===== src/design/tpqs_pkg.sv =====
`timescale 1ns / 1ps
// Shared types, constants and helpers of the two-level preemptive scheduler.
// Depends on nothing; tpqs_fifo and the top level use it by scoped names.
package tpqs_pkg;

  localparam int NUM_PROCS  = 64;
  localparam int BURST_BITS = 16;
  localparam int ID_W       = 6;
  localparam int TIME_W     = 32;
  localparam int STATUS_W   = 3;
  localparam int PTR_W      = $clog2(NUM_PROCS);
  localparam int CNT_W      = $clog2(NUM_PROCS + 1);
  localparam int ENTRY_W    = ID_W + BURST_BITS;

  // Request kinds
  localparam logic REQ_ARRIVAL = 1'b0;
  localparam logic REQ_TICK    = 1'b1;

  // Process classes
  localparam logic CLASS_SYSTEM = 1'b0;
  localparam logic CLASS_USER   = 1'b1;

  // Result status codes
  localparam logic [STATUS_W-1:0] ST_QUEUED    = 3'd0;
  localparam logic [STATUS_W-1:0] ST_ID_BUSY   = 3'd1;
  localparam logic [STATUS_W-1:0] ST_ZERO_BURST = 3'd2;
  localparam logic [STATUS_W-1:0] ST_IDLE_TICK = 3'd3;
  localparam logic [STATUS_W-1:0] ST_RAN       = 3'd4;

  // One queued process: its id and the service time it still needs
  typedef struct packed {
    logic [ID_W-1:0]       id;
    logic [BURST_BITS-1:0] rem;
  } fifo_entry_t;

  typedef struct packed {
    logic        push;
    logic        pop;
    fifo_entry_t wdata;
  } fifo_ctl_t;

  typedef struct packed {
    logic        nonempty;
    fifo_entry_t head;
  } fifo_stat_t;

  // Circular pointer advance
  function automatic logic [PTR_W-1:0] ptr_inc(input logic [PTR_W-1:0] p);
    logic [PTR_W-1:0] r;
    if (p == PTR_W'(NUM_PROCS - 1)) begin
      r = '0;
    end else begin
      r = p + PTR_W'(1);
    end
    return r;
  endfunction

endpackage


===== src/design/tpqs_ram.sv =====
`timescale 1ns / 1ps
// Generic simple dual-port RAM: one write port, one read port, registered read.
// No dependencies.
module tpqs_ram #(
  parameter int WIDTH = 8,
  parameter int DEPTH = 64
) (
  input  logic                     clk,
  input  logic                     we,
  input  logic [$clog2(DEPTH)-1:0] waddr,
  input  logic [WIDTH-1:0]         wdata,
  input  logic [$clog2(DEPTH)-1:0] raddr,
  output logic [WIDTH-1:0]         rdata
);

  logic [WIDTH-1:0] mem [DEPTH];
  logic [WIDTH-1:0] rdata_r;

  always_ff @(posedge clk) begin
    if (we) begin
      mem[waddr] <= wdata;
    end
    rdata_r <= mem[raddr];
  end

  assign rdata = rdata_r;

endmodule


===== src/design/tpqs_fifo.sv =====
`timescale 1ns / 1ps
// Circular FIFO of queued processes: pointers and count around one RAM.
// Depends on tpqs_pkg and tpqs_ram.
module tpqs_fifo (
  input  logic                  clk,
  input  logic                  rst_n,
  input  tpqs_pkg::fifo_ctl_t   ctl,
  output tpqs_pkg::fifo_stat_t  stat
);

  logic [tpqs_pkg::PTR_W-1:0]   head_r, head_nxt;
  logic [tpqs_pkg::PTR_W-1:0]   tail_r, tail_nxt;
  logic [tpqs_pkg::CNT_W-1:0]   count_r, count_nxt;
  logic [tpqs_pkg::ENTRY_W-1:0] head_word;

  // Head is read every cycle; the read is registered, so data is valid in the cycle after the pointer settles
  tpqs_ram #(
    .WIDTH(tpqs_pkg::ENTRY_W),
    .DEPTH(tpqs_pkg::NUM_PROCS)
  ) u_ram (
    .clk  (clk),
    .we   (ctl.push),
    .waddr(tail_r),
    .wdata(ctl.wdata),
    .raddr(head_r),
    .rdata(head_word)
  );

  always_comb begin
    head_nxt  = ctl.pop  ? tpqs_pkg::ptr_inc(head_r) : head_r;
    tail_nxt  = ctl.push ? tpqs_pkg::ptr_inc(tail_r) : tail_r;
    count_nxt = count_r;
    case ({ctl.push, ctl.pop})
      2'b10:   count_nxt = count_r + tpqs_pkg::CNT_W'(1);
      2'b01:   count_nxt = count_r - tpqs_pkg::CNT_W'(1);
      default: count_nxt = count_r;
    endcase
  end

  always_ff @(posedge clk) begin
    if (!rst_n) begin
      head_r  <= '0;
      tail_r  <= '0;
      count_r <= '0;
    end else begin
      head_r  <= head_nxt;
      tail_r  <= tail_nxt;
      count_r <= count_nxt;
    end
  end

  assign stat.nonempty = (count_r != '0);
  assign stat.head     = tpqs_pkg::fifo_entry_t'(head_word);

endmodule


===== src/design/two_level_preemptive_queue_scheduler_top.sv =====
`timescale 1ns / 1ps
// Top level of the two-level preemptive scheduler: request decode, dispatch.
// Depends on tpqs_pkg and tpqs_fifo (two instances, system and user class).

// A request beat is taken at a rising edge with start high and busy low. Busy
// then stays high for exactly one cycle while the FIFO heads, read from RAM
// during that cycle, are combined with the running process and written back;
// so the block cannot take a new request while busy is high. The result beat
// appears on the out_ ports for one cycle, flagged by out_valid, in the cycle
// after the write-back edge. The receiver cannot stall: sample out_ whenever
// out_valid is high. Every request yields exactly one result beat. Arrivals
// for a given time must be issued before that time's tick. No clearing pass
// after reset.
module two_level_preemptive_queue_scheduler_top (
  input  logic                            clk,
  input  logic                            rst_n,
  input  logic                            start,
  output logic                            busy,
  input  logic                            in_req_type,
  input  logic [tpqs_pkg::ID_W-1:0]       in_proc_id,
  input  logic                            in_proc_class,
  input  logic [15:0]                     in_burst,
  output logic                            out_valid,
  output logic [tpqs_pkg::STATUS_W-1:0]   out_status,
  output logic [tpqs_pkg::ID_W-1:0]       out_run_id,
  output logic                            out_finished,
  output logic [tpqs_pkg::TIME_W-1:0]     out_finish_time
);

  // Request capture
  logic                             busy_r;
  logic                             req_type_r;
  logic [tpqs_pkg::ID_W-1:0]        req_id_r;
  logic                             req_class_r;
  logic [tpqs_pkg::BURST_BITS-1:0]  req_burst_r;

  // Scheduler state: the running process lives in registers, not in a FIFO
  logic [tpqs_pkg::NUM_PROCS-1:0]   id_active_r, id_active_nxt;
  logic                             run_valid_r, run_valid_nxt;
  logic [tpqs_pkg::ID_W-1:0]        run_id_r, run_id_nxt;
  logic                             run_class_r, run_class_nxt;
  logic [tpqs_pkg::BURST_BITS-1:0]  run_rem_r, run_rem_nxt;
  logic [tpqs_pkg::TIME_W-1:0]      time_r, time_nxt;

  // Result register
  logic                             out_valid_r;
  logic [tpqs_pkg::STATUS_W-1:0]    out_status_r, out_status_nxt;
  logic [tpqs_pkg::ID_W-1:0]        out_run_id_r, out_run_id_nxt;
  logic                             out_finished_r, out_finished_nxt;
  logic [tpqs_pkg::TIME_W-1:0]      out_finish_time_r, out_finish_time_nxt;

  tpqs_pkg::fifo_ctl_t  sys_ctl, usr_ctl;
  tpqs_pkg::fifo_stat_t sys_stat, usr_stat;

  logic                             take;
  logic                             preempt;
  logic                             keep_running;
  logic                             sel_valid;
  logic [tpqs_pkg::ID_W-1:0]        sel_id;
  logic                             sel_class;
  logic [tpqs_pkg::BURST_BITS-1:0]  sel_rem;
  logic [tpqs_pkg::BURST_BITS-1:0]  rem_dec;

  assign take = start && !busy_r;

  tpqs_fifo u_sys_fifo (
    .clk  (clk),
    .rst_n(rst_n),
    .ctl  (sys_ctl),
    .stat (sys_stat)
  );

  tpqs_fifo u_usr_fifo (
    .clk  (clk),
    .rst_n(rst_n),
    .ctl  (usr_ctl),
    .stat (usr_stat)
  );

  always_comb begin
    id_active_nxt       = id_active_r;
    run_valid_nxt       = run_valid_r;
    run_id_nxt          = run_id_r;
    run_class_nxt       = run_class_r;
    run_rem_nxt         = run_rem_r;
    time_nxt            = time_r;
    out_status_nxt      = tpqs_pkg::ST_QUEUED;
    out_run_id_nxt      = '0;
    out_finished_nxt    = 1'b0;
    out_finish_time_nxt = '0;
    sys_ctl             = '0;
    usr_ctl             = '0;

    // Tick decision terms
    preempt      = run_valid_r && (run_class_r == tpqs_pkg::CLASS_USER) &&
                   sys_stat.nonempty;
    keep_running = run_valid_r && !preempt;
    sel_valid    = 1'b0;
    sel_id       = run_id_r;
    sel_class    = run_class_r;
    sel_rem      = run_rem_r;
    if (keep_running) begin
      sel_valid = 1'b1;
    end else if (sys_stat.nonempty) begin
      sel_valid = 1'b1;
      sel_id    = sys_stat.head.id;
      sel_class = tpqs_pkg::CLASS_SYSTEM;
      sel_rem   = sys_stat.head.rem;
    end else if (usr_stat.nonempty) begin
      sel_valid = 1'b1;
      sel_id    = usr_stat.head.id;
      sel_class = tpqs_pkg::CLASS_USER;
      sel_rem   = usr_stat.head.rem;
    end
    rem_dec = sel_rem - tpqs_pkg::BURST_BITS'(1);

    if (busy_r) begin
      if (req_type_r == tpqs_pkg::REQ_ARRIVAL) begin
        if ((32'(req_id_r) >= tpqs_pkg::NUM_PROCS) || id_active_r[req_id_r]) begin
          out_status_nxt = tpqs_pkg::ST_ID_BUSY;
        end else if (req_burst_r == '0) begin
          out_status_nxt = tpqs_pkg::ST_ZERO_BURST;
        end else begin
          // Queue at the tail of its class
          out_status_nxt          = tpqs_pkg::ST_QUEUED;
          id_active_nxt[req_id_r] = 1'b1;
          if (req_class_r == tpqs_pkg::CLASS_USER) begin
            usr_ctl.push  = 1'b1;
            usr_ctl.wdata = '{id: req_id_r, rem: req_burst_r};
          end else begin
            sys_ctl.push  = 1'b1;
            sys_ctl.wdata = '{id: req_id_r, rem: req_burst_r};
          end
        end
      end else begin
        time_nxt = time_r + tpqs_pkg::TIME_W'(1);
        // Send a preempted user process back to the user tail
        if (preempt) begin
          usr_ctl.push  = 1'b1;
          usr_ctl.wdata = '{id: run_id_r, rem: run_rem_r};
        end
        if (!keep_running) begin
          sys_ctl.pop = sys_stat.nonempty;
          usr_ctl.pop = !sys_stat.nonempty && usr_stat.nonempty;
        end
        if (!sel_valid) begin
          out_status_nxt = tpqs_pkg::ST_IDLE_TICK;
          run_valid_nxt  = 1'b0;
        end else begin
          out_status_nxt = tpqs_pkg::ST_RAN;
          out_run_id_nxt = sel_id;
          run_id_nxt     = sel_id;
          run_class_nxt  = sel_class;
          run_rem_nxt    = rem_dec;
          if (rem_dec == '0) begin
            out_finished_nxt      = 1'b1;
            out_finish_time_nxt   = time_nxt;
            id_active_nxt[sel_id] = 1'b0;
            run_valid_nxt         = 1'b0;
          end else begin
            run_valid_nxt = 1'b1;
          end
        end
      end
    end
  end

  always_ff @(posedge clk) begin
    if (!rst_n) begin
      busy_r      <= 1'b0;
      out_valid_r <= 1'b0;
      id_active_r <= '0;
      run_valid_r <= 1'b0;
      time_r      <= '0;
    end else begin
      busy_r      <= take;
      out_valid_r <= busy_r;
      id_active_r <= id_active_nxt;
      run_valid_r <= run_valid_nxt;
      time_r      <= time_nxt;
    end
  end

  // Payload registers: hold request fields, advance running-process and result fields
  always_ff @(posedge clk) begin
    if (take) begin
      req_type_r  <= in_req_type;
      req_id_r    <= in_proc_id;
      req_class_r <= in_proc_class;
      req_burst_r <= in_burst[tpqs_pkg::BURST_BITS-1:0];
    end
    run_id_r          <= run_id_nxt;
    run_class_r       <= run_class_nxt;
    run_rem_r         <= run_rem_nxt;
    out_status_r      <= out_status_nxt;
    out_run_id_r      <= out_run_id_nxt;
    out_finished_r    <= out_finished_nxt;
    out_finish_time_r <= out_finish_time_nxt;
  end

  assign busy            = busy_r;
  assign out_valid       = out_valid_r;
  assign out_status      = out_status_r;
  assign out_run_id      = out_run_id_r;
  assign out_finished    = out_finished_r;
  assign out_finish_time = out_finish_time_r;

endmodule

===== config.mk =====
export PLATFORM = sky130hd
export DESIGN_NAME = two_level_preemptive_queue_scheduler_top
export DESIGN_NICKNAME = d
export VERILOG_FILES = /design/src/design/tpqs_pkg.sv /design/src/design/tpqs_ram.sv /design/src/design/tpqs_fifo.sv /design/src/design/two_level_preemptive_queue_scheduler_top.sv
export SDC_FILE = /design/constraint.sdc
export NUM_CORES = 2
export LEC_CHECK = 0
export BUFFER_PORTS_ARGS = -buffer_cell sky130_fd_sc_hd__clkbuf_2
export CORE_MARGIN = 2
export CORE_UTILIZATION = 40
export DETAILED_ROUTE_END_ITERATION = 10
export PLACE_DENSITY_LB_ADDON = 0.1
export RECOVER_POWER = 100
export SYNTH_ARGS = -nofsm -noshare
export SYNTH_HDL_FRONTEND = slang
export SYNTH_HIERARCHICAL = 1
export SYNTH_SLANG_ARGS = --single-unit

===== constraint.sdc =====
create_clock -name clk -period 8.7 [get_ports clk]
set_clock_uncertainty 0.15 [all_clocks]
set_input_delay 0.87 -clock clk [delete_from_list [all_inputs] [get_ports clk]]
set_output_delay 0.87 -clock clk [all_outputs]
set_load 0.01 [all_outputs]

* Yosys cells after proc, flatten, opt, wreduce, memory -nomap -nowiden
Memory sizes are Yosys's and may differ from the RTL's. A register that Yosys moved wholly into a read port is not among the register bits.
Cells that the tools add are included.
** Word-level totals
- Input bits :: 27
- Bits in registers :: 226
- Memory bits (writable) :: 2816
- Memories :: 2
- Output and inout port bits :: 44
** Memory list
- u_sys_fifo.u_ram.mem :: depth 64, bits a word 22, rd ports 1, clocked after memory_dff 1, wr ports 1, RTL line tpqs_ram.sv:16 : logic [WIDTH-1:0] mem [DEPTH];
- u_usr_fifo.u_ram.mem :: depth 64, bits a word 22, rd ports 1, clocked after memory_dff 1, wr ports 1, RTL line tpqs_ram.sv:16
** Operators by class
- Equality and inequality tests :: 12
- Mux-type cells :: 62
- Reduce and logical (&&, ||, !) cells :: 22
- $add $sub $neg :: 10
- Bitwise logic cells :: 4
- $lt $le $gt $ge :: 4
** Operators with widths (count)
- $mux W64 :: 5
- $mux W22 :: 9
- $and A64 B64 Y64 :: 1
- $not A64 Y64 :: 1
- $or A64 B64 Y64 :: 1
- $mux W16 :: 3
- $mux W24 :: 2
- $mux W6 :: 7
- $add A32 B1 Y32 const B :: 1
- $logic_not A16 Y1 :: 2
- $pmux W7 S2 :: 2
- $mux W1 :: 27
- $add A6 B1 Y6 const B :: 4
- $eq A6 B6 Y1 const B :: 4
- $sub A16 B1 Y16 const B :: 1
- $add A7 B1 Y7 const B :: 2
- $lt A6 B7 Y1 const B :: 2
- $reduce_bool A7 Y1 :: 2
- $sub A7 B1 Y7 const B :: 2
- $demux W1 S6 :: 2
- $ge A6 B1 Y1 const B :: 2
- $reduce_and A5 Y1 :: 2
- $logic_and A1 B1 Y1 :: 7
- $bmux W1 S6 :: 1
- other kinds (12) :: 22

* Depth between registers and ports, before layout
- Depth after elaboration :: 14
- Mapped depth :: 22

* Hierarchy
Netlist, hierarchy kept.
** Modules (own cells, without submodules)
- tpqs_ram :: instances 2, cells each 2349, area an instance 54260.8 um^2, seq. area each 42721.0 um^2
- two_level_preemptive_queue_scheduler_top :: instances 1, cells each 1033, area an instance 9300.2 um^2, seq. area each 4234.1 um^2
- tpqs_fifo :: instances 2, cells each 129, area an instance 1118.6 um^2, seq. area each 380.4 um^2

* Least setup slack after synthesis
OpenSTA, ideal clock, no wires.
- Kind :: reg2reg
- Start point :: register req_id_r[1] in the netlist's numbering
- End point :: memory u_sys_fifo/u_ram/mem[0][16] in the netlist's numbering, data pin
- Arrival time :: 5.179 ns
- Path slack :: 2.691 ns
- Stages on the path, launching flop included :: 13
- Clock period less this slack :: 6.009 ns
- Setup time :: 0.680 ns
- Cell sequence :: edfxtp_1 -> clkbuf_1 -> buf_2 -> mux2_2 -> a221o_1 -> a221oi_1 -> o22ai_1 -> nor3_1 -> and4_1 -> clkbuf_1 -> inv_1 -> buf_1 -> nor3_1
** RTL lines
- start, declared :: RTL line two_level_preemptive_queue_scheduler_top.sv:33 : logic [tpqs_pkg::ID_W-1:0] req_id_r;
- start signal, assigned :: RTL line two_level_preemptive_queue_scheduler_top.sv:188 : req_id_r <= in_proc_id;
- end, declared :: RTL line tpqs_ram.sv:16

* Worst setup path in the final report
- Start point :: register req_id_r[1] in the netlist's numbering
- End point :: memory u_sys_fifo/u_ram/mem[39][20] in the netlist's numbering, enable pin
** Between the ends
- Cells in the longest elaborated chain, start to end :: 7
** RTL lines
- $bmux W1 S6 :: RTL line two_level_preemptive_queue_scheduler_top.sv:119 : if ((32'(req_id_r) >= tpqs_pkg::NUM_PROCS) || id_active_r[req_id_r]) begin
- $mux W1 (implied by the code) :: RTL line two_level_preemptive_queue_scheduler_top.sv:119
- $mux W1 :: RTL line two_level_preemptive_queue_scheduler_top.sv:119
- $mux W1 :: RTL line two_level_preemptive_queue_scheduler_top.sv:118 : if (req_type_r == tpqs_pkg::REQ_ARRIVAL) begin
- $mux W24 :: RTL line two_level_preemptive_queue_scheduler_top.sv:117 : if (busy_r) begin
- $mux W1 :: RTL line tpqs_ram.sv:20 : if (we) begin
- $mux W1 (implied by the code) :: RTL line tpqs_ram.sv:21 : mem[waddr] <= wdata;
Every way passes these cells. The select of a mux whose other input is x is not followed.

==> impl_metrics.json <==
{
  "ir_drop_mv": 0.1409,
  "synth_area_per_cell_um2": 20.05,
  "synth_seq_cells": 3086,
  "hold_violations": 0,
  "crit_path_start_kind": "flip-flop",
  "reg2regPathDepth": 13,
  "p_total_uw": 30320,
  "period_share_pct": 87.89,
  "yosysSeqAreaShare_pct": 75.33,
  "fin_nets": 6354,
  "syn_area_um2": 120100,
  "gp_congestion": 0.8675,
  "pre_cts_slack_ps": 2063,
  "via_per_inst": 5.778,
  "grt_pass1_wl_mm": 467.9,
  "finalSetupTns_ps": 0,
  "hp-class": "reg -> reg",
  "cp_slowest_stage_delay_ps": 1070,
  "synthCells": 5989,
  "min_period_ps": 7647,
  "rrSetupSlack_ps": 1050,
  "critPathKind": "reg -> reg",
  "seqCellArea_um2": 90460,
  "cts_tree": "built",
  "critPathArrivalTime_ps": 8000,
  "start_util_pct": 40.12,
  "numPortBuffers": 70,
  "drive_gt1_share_pct": 22.08,
  "final_antenna_net_count": 0,
  "cp_top_family": "simple AND/OR/NAND/NOR gates",
  "violations": "max-capacitance violations, max-slew violations",
  "drt_iter0_markers": 7235,
  "synth_edf_count": 2863,
  "grt_max_degree": 95,
  "cp_cell_sequence": "clkbuf_1 -> mux4_2 -> mux2i_1 -> o22a_1 -> o21ai_0 -> nor3_1 -> and4_1 -> buf_4 -> inv_1 -> nor2_1 -> nand4_1 -> nor2_1 -> clkbuf_1",
  "boundaryPins": 71,
  "max-cap-violations": 113,
  "die_w_um": 551.9,
  "ys_warn_count": 6,
  "rsz0062_at_grt": "no",
  "core_um2": 299300,
  "final_core_util_pct": 45.39,
  "cp_num_buf_inv": 4,
  "clockRootBuffer": "clkbuf_16",
  "hp-start": "id_active_r[45]$_SDFFE_PN0P_",
  "worstPathMaxFanout": 21,
  "area_growth_pct": 13.16,
  "numCtsBuffers": 332,
  "ys_async_sr_fraction_pct": 0,
  "synthFlopType": "edfxtp_1",
  "multiInputGateArea_um2": 28090,
  "firstDrtPassIters": 6,
  "holdPathStages": 1,
  "htree_levels": 5,
  "clk_pin_slew_ps": 60,
  "p_leak_uw": 0.04206,
  "holdPathEnd": "id_active_r[45]$_SDFFE_PN0P_",
  "end_kind": "flip-flop",
  "required_ps": 9060,
  "die_area_um2": 304500,
  "startpoint": "req_id_r[1]$_DFFE_PP_",
  "fmax_ghz": 0.1308,
  "power_density_nw_per_um2": 223.2,
  "grt_pass1_vias": 60820,
  "ys_types": 77,
  "setup_viol": 0,
  "finalWorstSetupSlack_ps": 1054,
  "insertion_delay_ps": 910,
  "cts_sinks": 3086,
  "track_usage_pct": 21.61,
  "relSlewSlack_pct": -166.9,
  "cp_slowest_cell": "edfxtp_1",
  "clock_path_buffers": 4,
  "drt_wl_total_mm": 333.1,
  "hpwl_mm": 200.8,
  "rows": 201,
  "antenna_found_initial": 20,
  "syn_nets": 6029,
  "vias": 60960,
  "drc": 0,
  "worst_slew_pin_slew_ps": 4003,
  "overflow": 0,
  "rr_startpoint": "req_id_r[1]$_DFFE_PP_",
  "nFillCells": 25560,
  "chipHeight_um": 551.9,
  "post_cts_resized": 0,
  "timing.rr.end": "u_sys_fifo/u_ram/mem[39][20]$_DFFE_PP_",
  "whs_ps": 328.4,
  "drv_slew": 2988,
  "wl_per_cell_um": 31.57,
  "outcome": "finished, violations left"
}
## metrics by stage
step | std cells | instance area, µm²
4_1_cts | 10540 | 136800
2_1_floorplan | 5989 | 120100
6_report | 10550 | 135900
5_1_grt | 10540 | 135800
3_3_place_gp | 9912 | 126200
3_5_place_dp | 9914 | 126200
## where the power goes
part,internal [µW],switching (µW)
clock network,7730,5800
registers,16100,50.1
logic,208,453
total,24000,6310
## layout by cell type, fill, tap and decap left out, types with 18 or more instances in the layout
cell type,n
xnor2_1,53
dfxtp_1,215
nand3b_1,18
a31oi_1,52
mux2_2,31
mux4_2,712
dlygate4sd3_1,24
and2_1,23
nor3_1,50
or3_1,23
o22ai_1,19
clkbuf_2,47
a211oi_1,28
clkbuf_16,341
a221oi_1,41
edfxtp_1,2863
o21ai_0,105
nand3_1,97
a22oi_1,95
clkinv_1,74
a21oi_1,92
a211o_1,20
mux2i_1,180
clkinv_2,47
a22o_1,45
xor2_1,36
nor2b_1,44
and2_2,19
o221ai_1,26
inv_1,27
buf_4,73
nor2_2,79
clkbuf_1,266
nor2_1,236
and3_1,40
nand2_1,142
and2_0,21
## worst register-to-register path, cell delays in order, from the launching register on
cell and delay, ps:
edfxtp_1 1070, clkbuf_1 410, mux4_2 550, mux2i_1 210
o22a_1 180, o21ai_0 120, nor3_1 250, and4_1 350
buf_4 300, inv_1 270, nor2_1 650, nand4_1 930
nor2_1 940, clkbuf_1 840
## layer usage
| layer | part of all wire, % | GRT usage [%] | vias to the layer above |
|---|---|---|---|
| met3 | 7.4 | 4.092 | 388 |
| met4 | 2.1 | 4.792 | 2 |
| met5 | 0.0036 | 0 | - |
| li1 | - | - | 25440 |
| met1 | 45 | 32.55 | 32950 |
| met2 | 45 | 32.64 | 2174 |
## synthesized netlist by cell type (all sizes together), types with 26 or more instances
library cell,number,area (µm²)
edfxtp,2863,85970
mux4,712,16040
nor2,319,1205
dfxtp,223,4464
mux2i,180,1802
clkbuf,172,655.6
buf,171,1030
nand2,142,533.0
o21ai,107,535.5
nand3,99,518.0
a22oi,95,713.2
a21oi,92,460.4
and2,63,394.1
xnor2,53,464.2
a31oi,52,325.3
nor3,51,255.2
nor2b,49,306.5
a22o,45,394.1
a221oi,41,359.1
and3,40,250.2
xor2,36,315.3
mux2,31,349.1
a211oi,28,210.2
inv,28,105.1
o221ai,26,227.7
## kinds of logic after synthesis
kind of cell / share of synthesized area, %
adders and majority gates: 0.1355
xor gates and xnor gates: 0.6493
AOI/OAI and AO/OA: 3.616
and+or+nand+nor: 3.626
DFF: 75.33
muxes: 15.15
buffers and inverters: 1.499
## layout make-up
type	instances	area share, %
antenna	11	0.02026
clock buffer	436	6.612
clock inverter	165	0.9901
inverter	30	0.08381
multi-input combinational	2530	20.68
sequential	3086	66.59
tap	3958	3.645
timing repair buffer	334	1.385
## worst max path at each step
stage,endpoint,slack [ps],depth (start not counted)
after detailed placement,u_usr_fifo/u_ram/mem[6][19]$_DFFE_PP_,2060,14
after floorplan,u_sys_fifo/u_ram/mem[0][16]$_DFFE_PP_,2690,12
after CTS,u_usr_fifo/u_ram/mem[6][5]$_DFFE_PP_,1970,14
after global routing,u_sys_fifo/u_ram/mem[33][15]$_DFFE_PP_,780,13
final,u_sys_fifo/u_ram/mem[39][20]$_DFFE_PP_,1050,13
after global placement,u_usr_fifo/u_ram/mem[6][19]$_DFFE_PP_,2070,14
## what timing repair did
action                     CTS  global route
setup endpoints to repair    0             0
setup buffers                0             0
hold endpoints to repair    24             0
hold buffers                24             0
## state kept, by name (all words and copies together) (netlist names), 7 cells and up
signal	flops
u_sys_fifo/count_r	7
u_usr_fifo/u_ram/mem	1408
req_burst_r	16
u_sys_fifo/u_ram/rdata	22
id_active_r	64
out_finish_time	32
u_sys_fifo/u_ram/mem	1408
run_rem_r	16
u_usr_fifo/count_r	7
time_r	32
u_usr_fifo/u_ram/rdata	22
Note: power is estimated with default switching activity, not from simulation.
